<file path="src/rtl/drzp_pkg.sv">
// Shared constants and types of the digit run zero padder.
// No dependencies; used by the cell, the chain and the top level.
package drzp_pkg;

   localparam logic [7:0] CHAR_ZERO = 8'h30;
   localparam logic [7:0] CHAR_NINE = 8'h39;

   // Chain control: every cell sees shift in the same cycle; only the tail cell takes feed.
   typedef struct packed {
      logic       shift;
      logic [7:0] feed;
   } drzp_chain_ctl_type;

endpackage

</file>
<file path="src/rtl/digit_run_zero_pad_top.sv">
// Top level of the digit run zero padder: run control, output register, cell chain.
// Depends on drzp_pkg and drzp_chain.
//
//   channel | direction | tdata           | tuser    | tlast
//   req_    | in        | [7:0] in_char   | -        | end_of_text
//   rsp_    | out       | [7:0] out_char  | run_last | text_last
//
// A byte outside an unfinished digit run goes straight to the output register. A digit of
// an unfull run is shifted into the chain with no transfer out. Ending a run drains all
// PAD_WIDTH cells of the chain, one byte a cycle while rsp_ is not stalled, then sends
// the non-digit that ended it, if any; a digit that fills the run or ends the text also
// starts the drain.
// Reset is synchronous and clears the run state and fills every cell with '0'.
// A stalled rsp_ holds the output register and freezes the drain; req_tready is low
// while the chain drains or its ending byte waits, or while a waiting output is not taken.
module digit_run_zero_pad_top
   import drzp_pkg::*;
#(
   parameter int PAD_WIDTH = 8
) (
   input  logic       clock,
   input  logic       reset,
   input  logic       req_tvalid,
   output logic       req_tready,
   input  logic [7:0] req_tdata,   // [7:0] in_char
   input  logic       req_tlast,
   output logic       rsp_tvalid,
   input  logic       rsp_tready,
   output logic [7:0] rsp_tdata,   // [7:0] out_char
   output logic       rsp_tuser,   // [0] run_last
   output logic       rsp_tlast
);

   localparam int CNT_W = $clog2(PAD_WIDTH + 1);
   localparam int IDX_W = (PAD_WIDTH > 1) ? $clog2(PAD_WIDTH) : 1;

   localparam logic [1:0] ST_IDLE  = 2'd0;
   localparam logic [1:0] ST_DRAIN = 2'd1;
   localparam logic [1:0] ST_TAIL  = 2'd2;

   logic [1:0]       state_ff, state_in;
   logic             in_number_ff, in_number_in;
   logic             run_flushed_ff, run_flushed_in;
   logic [CNT_W-1:0] digit_count_ff, digit_count_in;
   logic [IDX_W-1:0] drain_idx_ff, drain_idx_in;
   logic             tail_pend_ff, tail_pend_in;
   logic [7:0]       tail_char_ff, tail_char_in;
   logic             last_ff, last_in;
   logic             rsp_valid_ff, rsp_valid_in;
   logic [7:0]       rsp_char_ff, rsp_char_in;
   logic             rsp_run_last_ff, rsp_run_last_in;
   logic             rsp_text_last_ff, rsp_text_last_in;

   drzp_chain_ctl_type chain_ctl;
   logic [7:0]         head_char;
   logic               can_load;
   logic               accept;
   logic               is_digit;
   logic               drain_end;
   logic [CNT_W-1:0]   count_inc;

   drzp_chain #(
      .PAD_WIDTH (PAD_WIDTH)
   ) u_chain (
      .clock     (clock),
      .reset     (reset),
      .ctl       (chain_ctl),
      .head_char (head_char)
   );

   always_comb begin
      // The output register can take a byte when empty or being drained this cycle.
      can_load   = !rsp_valid_ff || rsp_tready;
      req_tready = (state_ff == ST_IDLE) && can_load;
      accept     = req_tvalid && req_tready;
      is_digit   = (req_tdata >= CHAR_ZERO) && (req_tdata <= CHAR_NINE);
      count_inc  = digit_count_ff + 1'b1;
      drain_end  = (drain_idx_ff == IDX_W'(PAD_WIDTH - 1));

      state_in         = state_ff;
      in_number_in     = in_number_ff;
      run_flushed_in   = run_flushed_ff;
      digit_count_in   = digit_count_ff;
      drain_idx_in     = drain_idx_ff;
      tail_pend_in     = tail_pend_ff;
      tail_char_in     = tail_char_ff;
      last_in          = last_ff;
      rsp_valid_in     = rsp_valid_ff && !rsp_tready;
      rsp_char_in      = rsp_char_ff;
      rsp_run_last_in  = rsp_run_last_ff;
      rsp_text_last_in = rsp_text_last_ff;
      chain_ctl.shift  = 1'b0;
      chain_ctl.feed   = CHAR_ZERO;

      unique case (state_ff)
         ST_IDLE: begin
            if (accept) begin
               last_in = req_tlast;
               if (is_digit) begin
                  in_number_in = 1'b1;
                  if (run_flushed_ff) begin
                     // Run already full: pass the digit straight through.
                     rsp_valid_in     = 1'b1;
                     rsp_char_in      = req_tdata;
                     rsp_run_last_in  = 1'b1;
                     rsp_text_last_in = req_tlast;
                  end else begin
                     // Hold the digit at the chain tail; leading cells stay '0'.
                     chain_ctl.shift = 1'b1;
                     chain_ctl.feed  = req_tdata;
                     if (count_inc == CNT_W'(PAD_WIDTH)) begin
                        state_in       = ST_DRAIN;
                        tail_pend_in   = 1'b0;
                        run_flushed_in = 1'b1;
                        digit_count_in = '0;
                        drain_idx_in   = '0;
                     end else if (req_tlast) begin
                        state_in       = ST_DRAIN;
                        tail_pend_in   = 1'b0;
                        digit_count_in = '0;
                        drain_idx_in   = '0;
                     end else begin
                        digit_count_in = count_inc;
                     end
                  end
               end else begin
                  if (in_number_ff && !run_flushed_ff) begin
                     // Run ends short: drain the padded chain, then this byte.
                     state_in     = ST_DRAIN;
                     tail_pend_in = 1'b1;
                     tail_char_in = req_tdata;
                     drain_idx_in = '0;
                  end else begin
                     rsp_valid_in     = 1'b1;
                     rsp_char_in      = req_tdata;
                     rsp_run_last_in  = 1'b1;
                     rsp_text_last_in = req_tlast;
                  end
                  in_number_in   = 1'b0;
                  run_flushed_in = 1'b0;
                  digit_count_in = '0;
               end
               // End of text: start the next text from a clean run.
               if (req_tlast) begin
                  in_number_in   = 1'b0;
                  run_flushed_in = 1'b0;
                  digit_count_in = '0;
               end
            end
         end
         ST_DRAIN: begin
            if (can_load) begin
               // Shift the head out and refill the tail with '0'.
               chain_ctl.shift  = 1'b1;
               chain_ctl.feed   = CHAR_ZERO;
               rsp_valid_in     = 1'b1;
               rsp_char_in      = head_char;
               rsp_run_last_in  = drain_end && !tail_pend_ff;
               rsp_text_last_in = drain_end && !tail_pend_ff && last_ff;
               if (drain_end) begin
                  drain_idx_in = '0;
                  state_in     = tail_pend_ff ? ST_TAIL : ST_IDLE;
               end else begin
                  drain_idx_in = drain_idx_ff + 1'b1;
               end
            end
         end
         ST_TAIL: begin
            if (can_load) begin
               rsp_valid_in     = 1'b1;
               rsp_char_in      = tail_char_ff;
               rsp_run_last_in  = 1'b1;
               rsp_text_last_in = last_ff;
               tail_pend_in     = 1'b0;
               state_in         = ST_IDLE;
            end
         end
         default: begin
            state_in = ST_IDLE;
         end
      endcase
   end

   always_ff @(posedge clock) begin
      if (reset) begin
         state_ff       <= ST_IDLE;
         in_number_ff   <= 1'b0;
         run_flushed_ff <= 1'b0;
         digit_count_ff <= '0;
         drain_idx_ff   <= '0;
         tail_pend_ff   <= 1'b0;
         last_ff        <= 1'b0;
         rsp_valid_ff   <= 1'b0;
      end else begin
         state_ff       <= state_in;
         in_number_ff   <= in_number_in;
         run_flushed_ff <= run_flushed_in;
         digit_count_ff <= digit_count_in;
         drain_idx_ff   <= drain_idx_in;
         tail_pend_ff   <= tail_pend_in;
         last_ff        <= last_in;
         rsp_valid_ff   <= rsp_valid_in;
      end
   end

   // Payload: no reset needed.
   always_ff @(posedge clock) begin
      tail_char_ff     <= tail_char_in;
      rsp_char_ff      <= rsp_char_in;
      rsp_run_last_ff  <= rsp_run_last_in;
      rsp_text_last_ff <= rsp_text_last_in;
   end

   assign rsp_tvalid = rsp_valid_ff;
   assign rsp_tdata  = rsp_char_ff;
   assign rsp_tuser  = rsp_run_last_ff;
   assign rsp_tlast  = rsp_text_last_ff;

endmodule

</file>
<file path="src/rtl/drzp_cell.sv">
// One byte cell of the digit chain: loads its right-hand neighbour on a shift.
// Depends on drzp_pkg.
module drzp_cell
   import drzp_pkg::*;
(
   input  logic       clock,
   input  logic       reset,
   input  logic       shift,
   input  logic [7:0] nb_char,
   output logic [7:0] cell_char
);

   logic [7:0] char_ff;
   logic [7:0] char_in;

   always_comb begin
      char_in = shift ? nb_char : char_ff;
   end

   // Reset to the pad character, so an empty chain already reads as padding.
   always_ff @(posedge clock) begin
      if (reset) begin
         char_ff <= CHAR_ZERO;
      end else begin
         char_ff <= char_in;
      end
   end

   assign cell_char = char_ff;

endmodule

</file>
<file path="src/rtl/drzp_chain.sv">
// Row of PAD_WIDTH byte cells shifting towards the head; the tail takes the feed byte.
// Depends on drzp_pkg and drzp_cell.
module drzp_chain
   import drzp_pkg::*;
#(
   parameter int PAD_WIDTH = 8
) (
   input  logic               clock,
   input  logic               reset,
   input  drzp_chain_ctl_type ctl,
   output logic [7:0]         head_char
);

   logic [7:0] cell_q [PAD_WIDTH];

   for (genvar i = 0; i < PAD_WIDTH; i++) begin : g_cell
      logic [7:0] nb_char;
      if (i == PAD_WIDTH - 1) begin : g_tail
         assign nb_char = ctl.feed;
      end else begin : g_mid
         assign nb_char = cell_q[i + 1];
      end
      drzp_cell u_cell (
         .clock     (clock),
         .reset     (reset),
         .shift     (ctl.shift),
         .nb_char   (nb_char),
         .cell_char (cell_q[i])
      );
   end

   assign head_char = cell_q[0];

endmodule

</file>
<file path="config.mk">
export PLATFORM = sky130hd
export DESIGN_NAME = digit_run_zero_pad_top
export DESIGN_NICKNAME = d
export VERILOG_FILES = /design/src/rtl/drzp_pkg.sv /design/src/rtl/digit_run_zero_pad_top.sv /design/src/rtl/drzp_cell.sv /design/src/rtl/drzp_chain.sv
export SDC_FILE = /design/constraint.sdc
export NUM_CORES = 1
export LEC_CHECK = 0
export BUFFER_PORTS_ARGS = -buffer_cell sky130_fd_sc_hd__buf_2
export CORE_MARGIN = 2
export CORE_UTILIZATION = 28
export CTS_CLUSTER_SIZE = 20
export DETAILED_ROUTE_END_ITERATION = 8
export GPL_TIMING_DRIVEN = 0
export PLACE_DENSITY_LB_ADDON = 0.12
export RECOVER_POWER = 25
export SLEW_MARGIN = 40
export SYNTH_ARGS = -nofsm -noshare
export SYNTH_HDL_FRONTEND = slang
export SYNTH_SLANG_ARGS = --single-unit
</file>
<file path="constraint.sdc">
create_clock -name clock -period 5.22 [get_ports clock]
set_clock_uncertainty 0.05 [all_clocks]
set_input_delay 0.522 -clock clock [delete_from_list [all_inputs] [get_ports clock]]
set_output_delay 0.522 -clock clock [all_outputs]
set_load 0.05 [all_outputs]
</file>
# Word-level counts from Yosys, hierarchy flattened
# Cells that the tools add are included.
# W data, S select, Z words.
[totals]
regBits = 96
inputBits = 13
output_inout_bits = 12
elab_cells = 133
[classes]
add_sub_neg = 2
magnitude_cmp = 2
n_eq_ne = 14
n_mux = 70
bitwise_logic = 1
n_reduce_logical = 24
[op_table]
columns = ["operator", "n"]
rows = [
  ["$mux W8", 6],
  ["$mux W9", 4],
  ["$mux W1", 30],
  ["$mux W3", 8],
  ["$pmux W8 S3", 1],
  ["$mux W2", 10],
  ["$pmux W9 S2", 1],
  ["$reduce_and A6 Y1", 3],
  ["$mux W4", 4],
  ["$ne A3 B3 Y1 const B", 4],
  ["$ge A8 B6 Y1 const B", 1],
  ["$le A8 B6 Y1 const B", 1],
  ["$ne A2 B2 Y1 const B", 4],
  ["$logic_and A1 B1 Y1", 7],
  ["$reduce_and A7 Y1", 1],
  ["$pmux W1 S3", 2],
  ["$pmux W2 S3", 1],
  ["$pmux W3 S2", 1],
  ["$add A4 B1 Y4 const B", 1],
  ["$eq A4 B4 Y1 const B", 1],
  ["$logic_not A1 Y1", 4],
  ["$ne A4 B3 Y1 const B", 1],
  ["$pmux W1 S2", 2],
  ["$reduce_and A4 Y1", 1],
  ["other kinds (13)", 14],
]

# Logic depth before layout (Yosys ltp)
# Gate-level depths: netlist (run 1).
[depth]
depth_word = 7
depth_mapped = 9
mapped_depth_nobuf = 6

# Hierarchy
# Synthesis (run 1) repeated with hierarchy kept, for this count alone.
[hier_totals]
hier_cells = 380
area_unflattened_um2 = 4056.4
[by_module_without_submodules]
columns = ["mod", "instances", "cells_per_inst", "area_each_um2", "seq_area_each_um2"]
rows = [
  ["drzp_cell", 8, 26, 292.8, 160.2],
  ["digit_run_zero_pad_top", 1, 172, 1714.1, 820.8],
]

# Worst setup path before layout (run 1)
# Ideal clock, no wire load.
[synth_timing]
path_kind = "reg2reg"
startpoint = "register state_ff[0]"
endpoint = "register tail_char_ff[0], enable pin"
setup_time_ns = 0.395
t_arrival_ns = 1.934
t_required_ns = 4.775
setup_slack_ns = 2.841
stages_incl_launch_ff = 6
path_buffers = 1
synth_period_minus_slack_ns = 2.379
path_cell_list = "dfxtp_1 -> inv_1 -> ha_1 -> clkbuf_1 -> nand2_1 -> nor4_1"
[synth_between]
elab_chain_cells = 4
[synth_lines]
columns = ["element", "line_no", "source"]
rows = [
  ["from (decl)", "digit_run_zero_pad_top.sv:41", "logic [1:0] state_ff, state_in;"],
  ["from (signal assigned)", "digit_run_zero_pad_top.sv:195", "state_ff <= state_in;"],
  ["$logic_not A2 Y1 (*)", "digit_run_zero_pad_top.sv:74, digit_run_zero_pad_top.sv:95", ""],
  ["$logic_and A1 B1 Y1", "digit_run_zero_pad_top.sv:74", "req_tready = (state_ff == ST_IDLE) && can_load;"],
  ["$logic_and A1 B1 Y1", "digit_run_zero_pad_top.sv:75", "accept = req_tvalid && req_tready;"],
  ["$reduce_and A4 Y1 (no line) (*)", "--", ""],
  ["to (signal assigned)", "digit_run_zero_pad_top.sv:208", "tail_char_ff <= tail_char_in;"],
  ["to (decl)", "digit_run_zero_pad_top.sv:47", "logic [7:0] tail_char_ff, tail_char_in;"],
]
# Mark *: on every way between the ends. The rest lies on a longest branch, timed or not.
# A chain may end at the register's enable or synchronous reset.

# Worst setup path after layout (run 1)
[layout_timing]
startpoint = "register state_ff[0]"
endpoint = "output port req_tready"
[layout_between]
elab_chain_cells = 2
[layout_lines]
columns = ["element", "line_no", "source"]
rows = [
  ["$logic_not A2 Y1", "digit_run_zero_pad_top.sv:74", ""],
  ["$logic_and A1 B1 Y1", "digit_run_zero_pad_top.sv:74", ""],
  ["to (decl)", "digit_run_zero_pad_top.sv:24", "output logic req_tready,"],
]
# Every way passes these cells.

==> impl_metrics.json, run 1 <==
{
  "status": "complete, no violations",
  "n_antenna_cell": 0,
  "p_comb_frac": 0.082,
  "grtUsageTotal": 0.132,
  "dieArea_um2": 14900,
  "clkLatencyLatePin_ns": 0.34,
  "p_int_uw": 1150,
  "crit_type": "flip-flop to primary output",
  "start_util": 0.284,
  "core_um2": 13700,
  "hold_viol": 0,
  "synth_top_flop_cell": "dfxtp_1",
  "antenna_found_initial": 0,
  "slew_violations": 0,
  "cts_buffers": 9,
  "synth.area.top_cells": "dfxtp_1 (40%), edfxtp_1 (14%), nand2_1 (12%)",
  "max_stage_delay_ns": 0.42,
  "r2r_slack_ns": 2.74,
  "drt_iter0_markers": 157,
  "path_cells": "inv_1 -> ha_1 -> clkbuf_1 -> and2_1 -> buf_2",
  "ys_seq_area_frac": 0.540,
  "fin_nets": 493,
  "dieWidth_um": 122,
  "max-slew-margin-rel": 0.552,
  "cts_root_buffer": "clkbuf_16",
  "dpl.cell_count": 641,
  "htreeDepth": 3,
  "cts_resized": 0,
  "core.rowCount": 43,
  "p_leak_uw": 0.00156,
  "dp_hpwl_mm": 6.52,
  "syn_nets": 459,
  "placed_cell_area_um2": 4240,
  "crit_path_end_kind": "primary output",
  "worstPathRequired_ns": 4.65,
  "power.density_nw_per_um2": 342,
  "ctsLongestPathBuffers": 2,
  "syn_area_um2": 3890,
  "drt_pass1_iterations": 4,
  "setup_viol": 0,
  "synth.avg_cell_area_um2": 8.88,
  "synthTopCellsByCount": "nand2_1 (124), dfxtp_1 (78), a21oi_1 (60), nand3_1 (19), nor2_1 (19)",
  "netlist.area_leader.share": 0.401,
  "crit_family": "buffers and inverters",
  "post-route-period-util": 0.485,
  "post_cts_buffers": 0,
  "fillers": 1451,
  "wl_per_cell_um": 14.1,
  "cap_viol_max_count": 0,
  "worstPathBufferInverterCount": 3,
  "peakVddDrop_mv": 0.143,
  "worst_path_max_delay_cell": "clkbuf_1",
  "ys_ff_latch": 96,
  "tightest_slew_ns": 0.673,
  "sw_frac_of_total": 0.249,
  "yosys.area.top_type": "dfxtp_1",
  "grt_max_degree": 16,
  "via_count": 3063,
  "stdcell_count": 656,
  "ioPinCount": 25,
  "port_buffers": 23,
  "synth_edf_count": 18,
  "die_h_um": 122,
  "ant_nets": 0,
  "vias_per_cell": 4.67,
  "design_area_um2": 4490,
  "cts_sinks": 96,
  "area_growth_pct": 15.4,
  "whs_ns": 0.384,
  "p_seq_frac": 0.506,
  "postCtsHoldBufs": 0,
  "routed_wl_mm": 9.24,
  "overflow": 0,
  "netlist-cell-type-count": 52,
  "power.switching_uw": 382,
  "ys_async_sr_fraction": 0,
  "drive_gt1_frac": 0.0861,
  "crit_fanout": 10,
  "timing.fmax_ghz": 0.395,
  "synth_warnings": 0,
  "drc": 0,
  "rsz0062_at_grt": "no",
  "cts_tree": "yes",
  "netlist_instances": 438,
  "worstHoldPathType": "input port to flip-flop",
  "gp_congestion": 0.735,
  "critPathLaunchType": "flip-flop",
  "crit_arrival_ns": 1.96,
  "grt_pass1_vias": 2896,
  "synth.most_common_cell": "nand2_1",
  "fin_crit_ns": 2.53,
  "fin_setup_tns_ns": 0,
  "grt_pass1_wl_mm": 15.0,
  "cts.clk_slew.worst_paths_ns": 0.06,
  "clkPwrFrac": 0.412
}
==> final timing paths <==
| kind | from | endpoint | depth (start not counted) |
|---|---|---|---|
| worst max register to register | state_ff[0] | u_chain.g_cell[1].u_cell.cell_char[6] | 8 |
| worst min register to register | u_chain.g_cell[6].u_cell.cell_char[6] | u_chain.g_cell[6].u_cell.cell_char[6] | 2 |
| worst max-delay path | state_ff[0] | req_tready | 5 |
| worst min-delay path | req_tdata[7] | tail_char_ff[7] | 1 |
==> flip-flops by register name (all words and copies together) (netlist names) <==
name,count
rsp_tuser,1
rsp_tlast,1
rsp_tdata,8
tail_pend_ff,1
run_flushed_ff,1
tail_char_ff,8
in_number_ff,1
drain_idx_ff,3
u_chain.g_cell.u_cell.cell_char,64
digit_count_ff,4
rsp_tvalid,1
last_ff,1
state_ff,2
==> cell usage in the layout (no fill, tap or decap), types with 3 or more instances in the layout <==
cell type,n
a21oi_1,59
buf_2,10
nand2_1,124
nor2_1,19
mux2i_1,3
ha_1,8
clkbuf_1,41
inv_1,7
nor3_1,5
nor2b_1,3
and3_1,3
nand3_1,19
clkbuf_16,9
edfxtp_1,18
o21ai_0,7
a22oi_1,13
dfxtp_1,78
==> cell families after synthesis <==
family | Yosys count | share of synthesized area
DFF | 96 | 0.540
AOI/OAI and AO/OA | 100 | 0.161
buffers and inverters | 38 | 0.0447
adders and majority gates | 8 | 0.0257
and+or+nand+nor | 191 | 0.216
xor gates and xnor gates | 1 | 0.00225
muxes | 4 | 0.0106
==> per-stage QoR <==
stage               total power [µW]  utilization  setup WS [ns]
floorplan                        884            -           2.84
global placement                 923        0.308           2.28
detailed placement               924        0.309           2.75
CTS                             1560        0.330           2.68
global route                    1600        0.327           2.50
finish                          1530        0.327           2.69
==> layout make-up <==
cell class | count | area, µm² | area share
well taps | 180 | 225 | 0.0502
repair buffers | 23 | 91.3 | 0.0203
multi-input cells | 304 | 1620 | 0.361
clock buffers | 12 | 256 | 0.0571
flip-flops and latches | 96 | 2100 | 0.468
clock inverters | 3 | 26.3 | 0.00585
plain buffers | 31 | 143 | 0.0318
inverters | 7 | 26.3 | 0.00585
==> power groups by stage <==
stage                     Combinational [µW]  Sequential (µW)  Clock (µW)
after floorplan                         66.2              818           0
after global placement                   130              793           0
after detailed placement                 130              793           0
after CTS                                131              776         651
after global routing                     139              778         683
final                                    125              777         632
==> worst register-to-register path: stages (launching register included) <==
cell	delay [ns]
dfxtp_1	0.36
inv_1	0.10
ha_1	0.29
nand3_1	0.20
o31ai_1	0.47
clkbuf_1	0.50
buf_6	0.23
nand2_1	0.07
a21oi_1	0.14
==> layer usage <==
layer  global-route usage  wire, µm  up-vias
met3               0.0267       384       16
li1                     -         -     1571
met1                0.181      4590     1418
met4               0.0589       191        0
met5                    0         0        -
met2                0.201      4070       58
Power figures use the tool's default switching activity.
==> run 2, diff against run 1 <==
--- a/config.mk
+++ b/config.mk
@@ -5,6 +5,7 @@
 export SDC_FILE = /design/constraint.sdc
 export NUM_CORES = 1
 export LEC_CHECK = 0
+export ABC_AREA = 1
 export BUFFER_PORTS_ARGS = -buffer_cell sky130_fd_sc_hd__buf_2
 export CORE_MARGIN = 2
 export CORE_UTILIZATION = 28
==> constraint.sdc (replaced) <==
create_clock -name clock -period 2.5 [get_ports clock]
set_clock_uncertainty 0.05 [all_clocks]
set_input_delay 0.25 -clock clock [delete_from_list [all_inputs] [get_ports clock]]
set_output_delay 0.25 -clock clock [all_outputs]
set_load 0.05 [all_outputs]
==> run 2 against run 1 <==
Effect of this change:
- non-clock buffer count down 6
- synthesized cell count up 11%
- via count up 4.9%
- total power rose to 4.0 times the previous value
- global-route usage up 0.36 points
- critical path type is now flip-flop to flip-flop
- highest routed layer unchanged
==> impl_metrics.json, run 2 <==
{
  "status": "complete, no violations",
  "whs_path_depth": 1,
  "grt_max_degree": 18,
  "fin_crit_ns": 2.31,
  "ioPinCount": 25,
  "grt_pass1_vias": 3118,
  "synth_compound_area_frac": 0.105,
  "area_growth_pct": 17.6,
  "drt_pass1_iterations": 4,
  "drive_gt1_frac": 0.0802,
  "core.rowCount": 43,
  "drc": 0,
  "yosys.area.top_type": "dfxtp_1",
  "fillers": 1509,
  "grt_pass1_wl_mm": 15.5,
  "synth_warnings": 0,
  "start_util": 0.283,
  "clkPwrFrac": 0.235,
  "overflow": 0,
  "drt_iter0_markers": 171,
  "core_um2": 13700,
  "p_total_uw": 6150,
  "cts_sinks": 96,
  "largest_reg_flops": 64,
  "slew_violations": 0,
  "synth.most_common_cell": "nor2_1",
  "r2r_slack_ns": 0.19,
  "synth.avg_cell_area_um2": 8.02,
  "critPathLaunchType": "flip-flop",
  "yosys-mux-area-fraction": 0,
  "final_util": 0.333,
  "cts_tree": "yes",
  "crit_arrival_ns": 2.33,
  "p_seq_frac": 0.392,
  "syn_nets": 505,
  "power.density_nw_per_um2": 1350,
  "die_h_um": 122,
  "cts.clk_slew.worst_paths_ns": 0.07,
  "ant_nets": 0,
  "peakVddDrop_mv": 0.337,
  "p_comb_frac": 0.374,
  "setup_viol": 0,
  "synth_edf_count": 18,
  "sw_frac_of_total": 0.405,
  "dp_hpwl_mm": 6.58,
  "crit_fanout": 10,
  "n_antenna_cell": 0,
  "gp_congestion": 0.815,
  "wl_per_cell_um": 13.1,
  "netlist-cell-type-count": 27,
  "multiInputGateArea_um2": 1600,
  "p_leak_uw": 0.00194,
  "rsz0062_at_grt": "yes",
  "ys_ff_latch": 96,
  "dieArea_um2": 14800,
  "syn_area_um2": 3880,
  "synthTopCellsByCount": "nor2_1 (123), nand2_1 (84), dfxtp_1 (78), o21ai_0 (50), nand3_1 (28)",
  "yosys.area_share.simple": 0.273,
  "ys_seq_area_frac": 0.541,
  "hold_viol": 0,
  "grtUsageTotal": 0.136,
  "cts_root_buffer": "clkbuf_16",
  "routed_wl_mm": 9.24,
  "synth.area.top_cells": "dfxtp_1 (40%), edfxtp_1 (14%), nor2_1 (12%)",
  "worst_r2r_path_depth": 8,
  "timing.fmax_ghz": 0.432,
  "p_int_uw": 3660,
  "layout.cells.most_common_list": "nor2_1 (122), nand2_1 (84), dfxtp_1 (78)",
  "regArea_um2": 2100,
  "synth_top_flop_cell": "dfxtp_1",
  "crit_type": "flip-flop to flip-flop",
  "fin_nets": 540,
  "netlist_instances": 484,
  "ys_async_sr_fraction": 0,
  "dieWidth_um": 122,
  "power.switching_uw": 2490,
  "htreeDepth": 3,
  "netlist.area_leader.share": 0.402,
  "port_buffers": 23,
  "crit_path_end_kind": "flip-flop",
  "synth-xor-area-share": 0,
  "cap_viol_max_count": 0,
  "antenna_found_initial": 0,
  "postCtsHoldBufs": 0,
  "max-slew-margin-rel": 0.603,
  "synth_top_family_by_area": "simple AND/OR/NAND/NOR gates",
  "synth-adder-area-share": 0.0258,
  "vias_per_cell": 4.56,
  "ctsLongestPathBuffers": 2,
  "worstPathRequired_ns": 2.51,
  "tightest_slew_ns": 0.596,
  "clkLatencyLatePin_ns": 0.34,
  "via_count": 3212,
  "cts_buffers": 9,
  "final_common_cell": "nor2_1",
  "worstHoldPathType": "input port to flip-flop",
  "post-route-period-util": 0.926
}
run 2: changes by cell type in the layout (fill, tap and decap cells not counted), sizes merged, moves of 7 or more:
| cell | delta |
|---|---|
| o21ai | +43 |
| inv | +15 |
| nor2 | +104 |
| a31oi | +7 |
| a22oi | -13 |
| nand3 | +10 |
| clkbuf | -10 |
| nand2 | -39 |
| a21oi | -44 |
run 2: path summary, 6_finish.rpt:
check                                                            from                                    end
worst max-delay path                                      state_ff[0]                           rsp_tdata[3]
worst min-delay path                                     req_tdata[5]                        tail_char_ff[5]
worst max register to register                            state_ff[0]                           rsp_tdata[3]
worst min register to register  u_chain.g_cell[7].u_cell.cell_char[4]  u_chain.g_cell[7].u_cell.cell_char[4]
run 2: layout make-up:
class	count	area share
buffer	24	0.0263
clock buffer	10	0.0523
clock inverter	6	0.0164
inverter	23	0.0200
multi-input combinational	341	0.351
sequential	96	0.460
tap	180	0.0493
timing repair buffer	24	0.0244
run 2: power groups by stage:
stage | combinational [µW] | clock, µW | sequential [µW]
2_1_floorplan | 1430 | 0 | 2690
3_3_place_gp | 2270 | 0 | 2430
3_5_place_dp | 2280 | 0 | 2440
4_1_cts | 2340 | 1490 | 2400
5_1_grt | 2620 | 1550 | 2470
6_report | 2300 | 1440 | 2410
run 2: logic make-up after synthesis:
| kind of cell | Yosys count |
|---|---|
| compound gates | 77 |
| fa+ha+maj | 8 |
| simple gates | 256 |
| buf+inv | 47 |
| flops | 96 |
run 2: per-layer routing:
| layer | track usage | part of all wire | up-vias |
|---|---|---|---|
| li1 | - | - | 1670 |
| met1 | 0.176 | 0.50 | 1491 |
| met2 | 0.221 | 0.45 | 42 |
| met3 | 0.0323 | 0.034 | 9 |
| met4 | 0.0474 | 0.013 | 0 |
| met5 | 0 | 0 | - |
run 2: worst max-delay path, cell delays in order (launching register included):
cell and delay, ns:
dfxtp_1 0.41, inv_1 0.09, ha_1 0.31, inv_2 0.21, a21oi_1 0.10, nor2_2 0.18, o21ai_0 0.17, nor4_4 0.35
buf_12 0.17
run 2: metrics by stage:
stage	setup slack (ns)	instances	TNS [ns]	area, µm²	hold WS (ns)
final	0.185	704	0	4570	0.119
after global routing	-0.0766	704	-1.14	4570	0.119
after CTS	0.122	704	0	4580	0.0597
after detailed placement	0.0138	687	0	4240	0.375
after global placement	-0.264	687	-2.64	4240	0.369
after floorplan	0.214	484	0	3890	0.299
run 2: what timing repair did:
action,4_1_cts,5_1_grt
cloned,0,0
endpoints found under the setup margin,10,38
buffers inserted,1,0
gates resized for setup,0,2
pin swaps,1,0
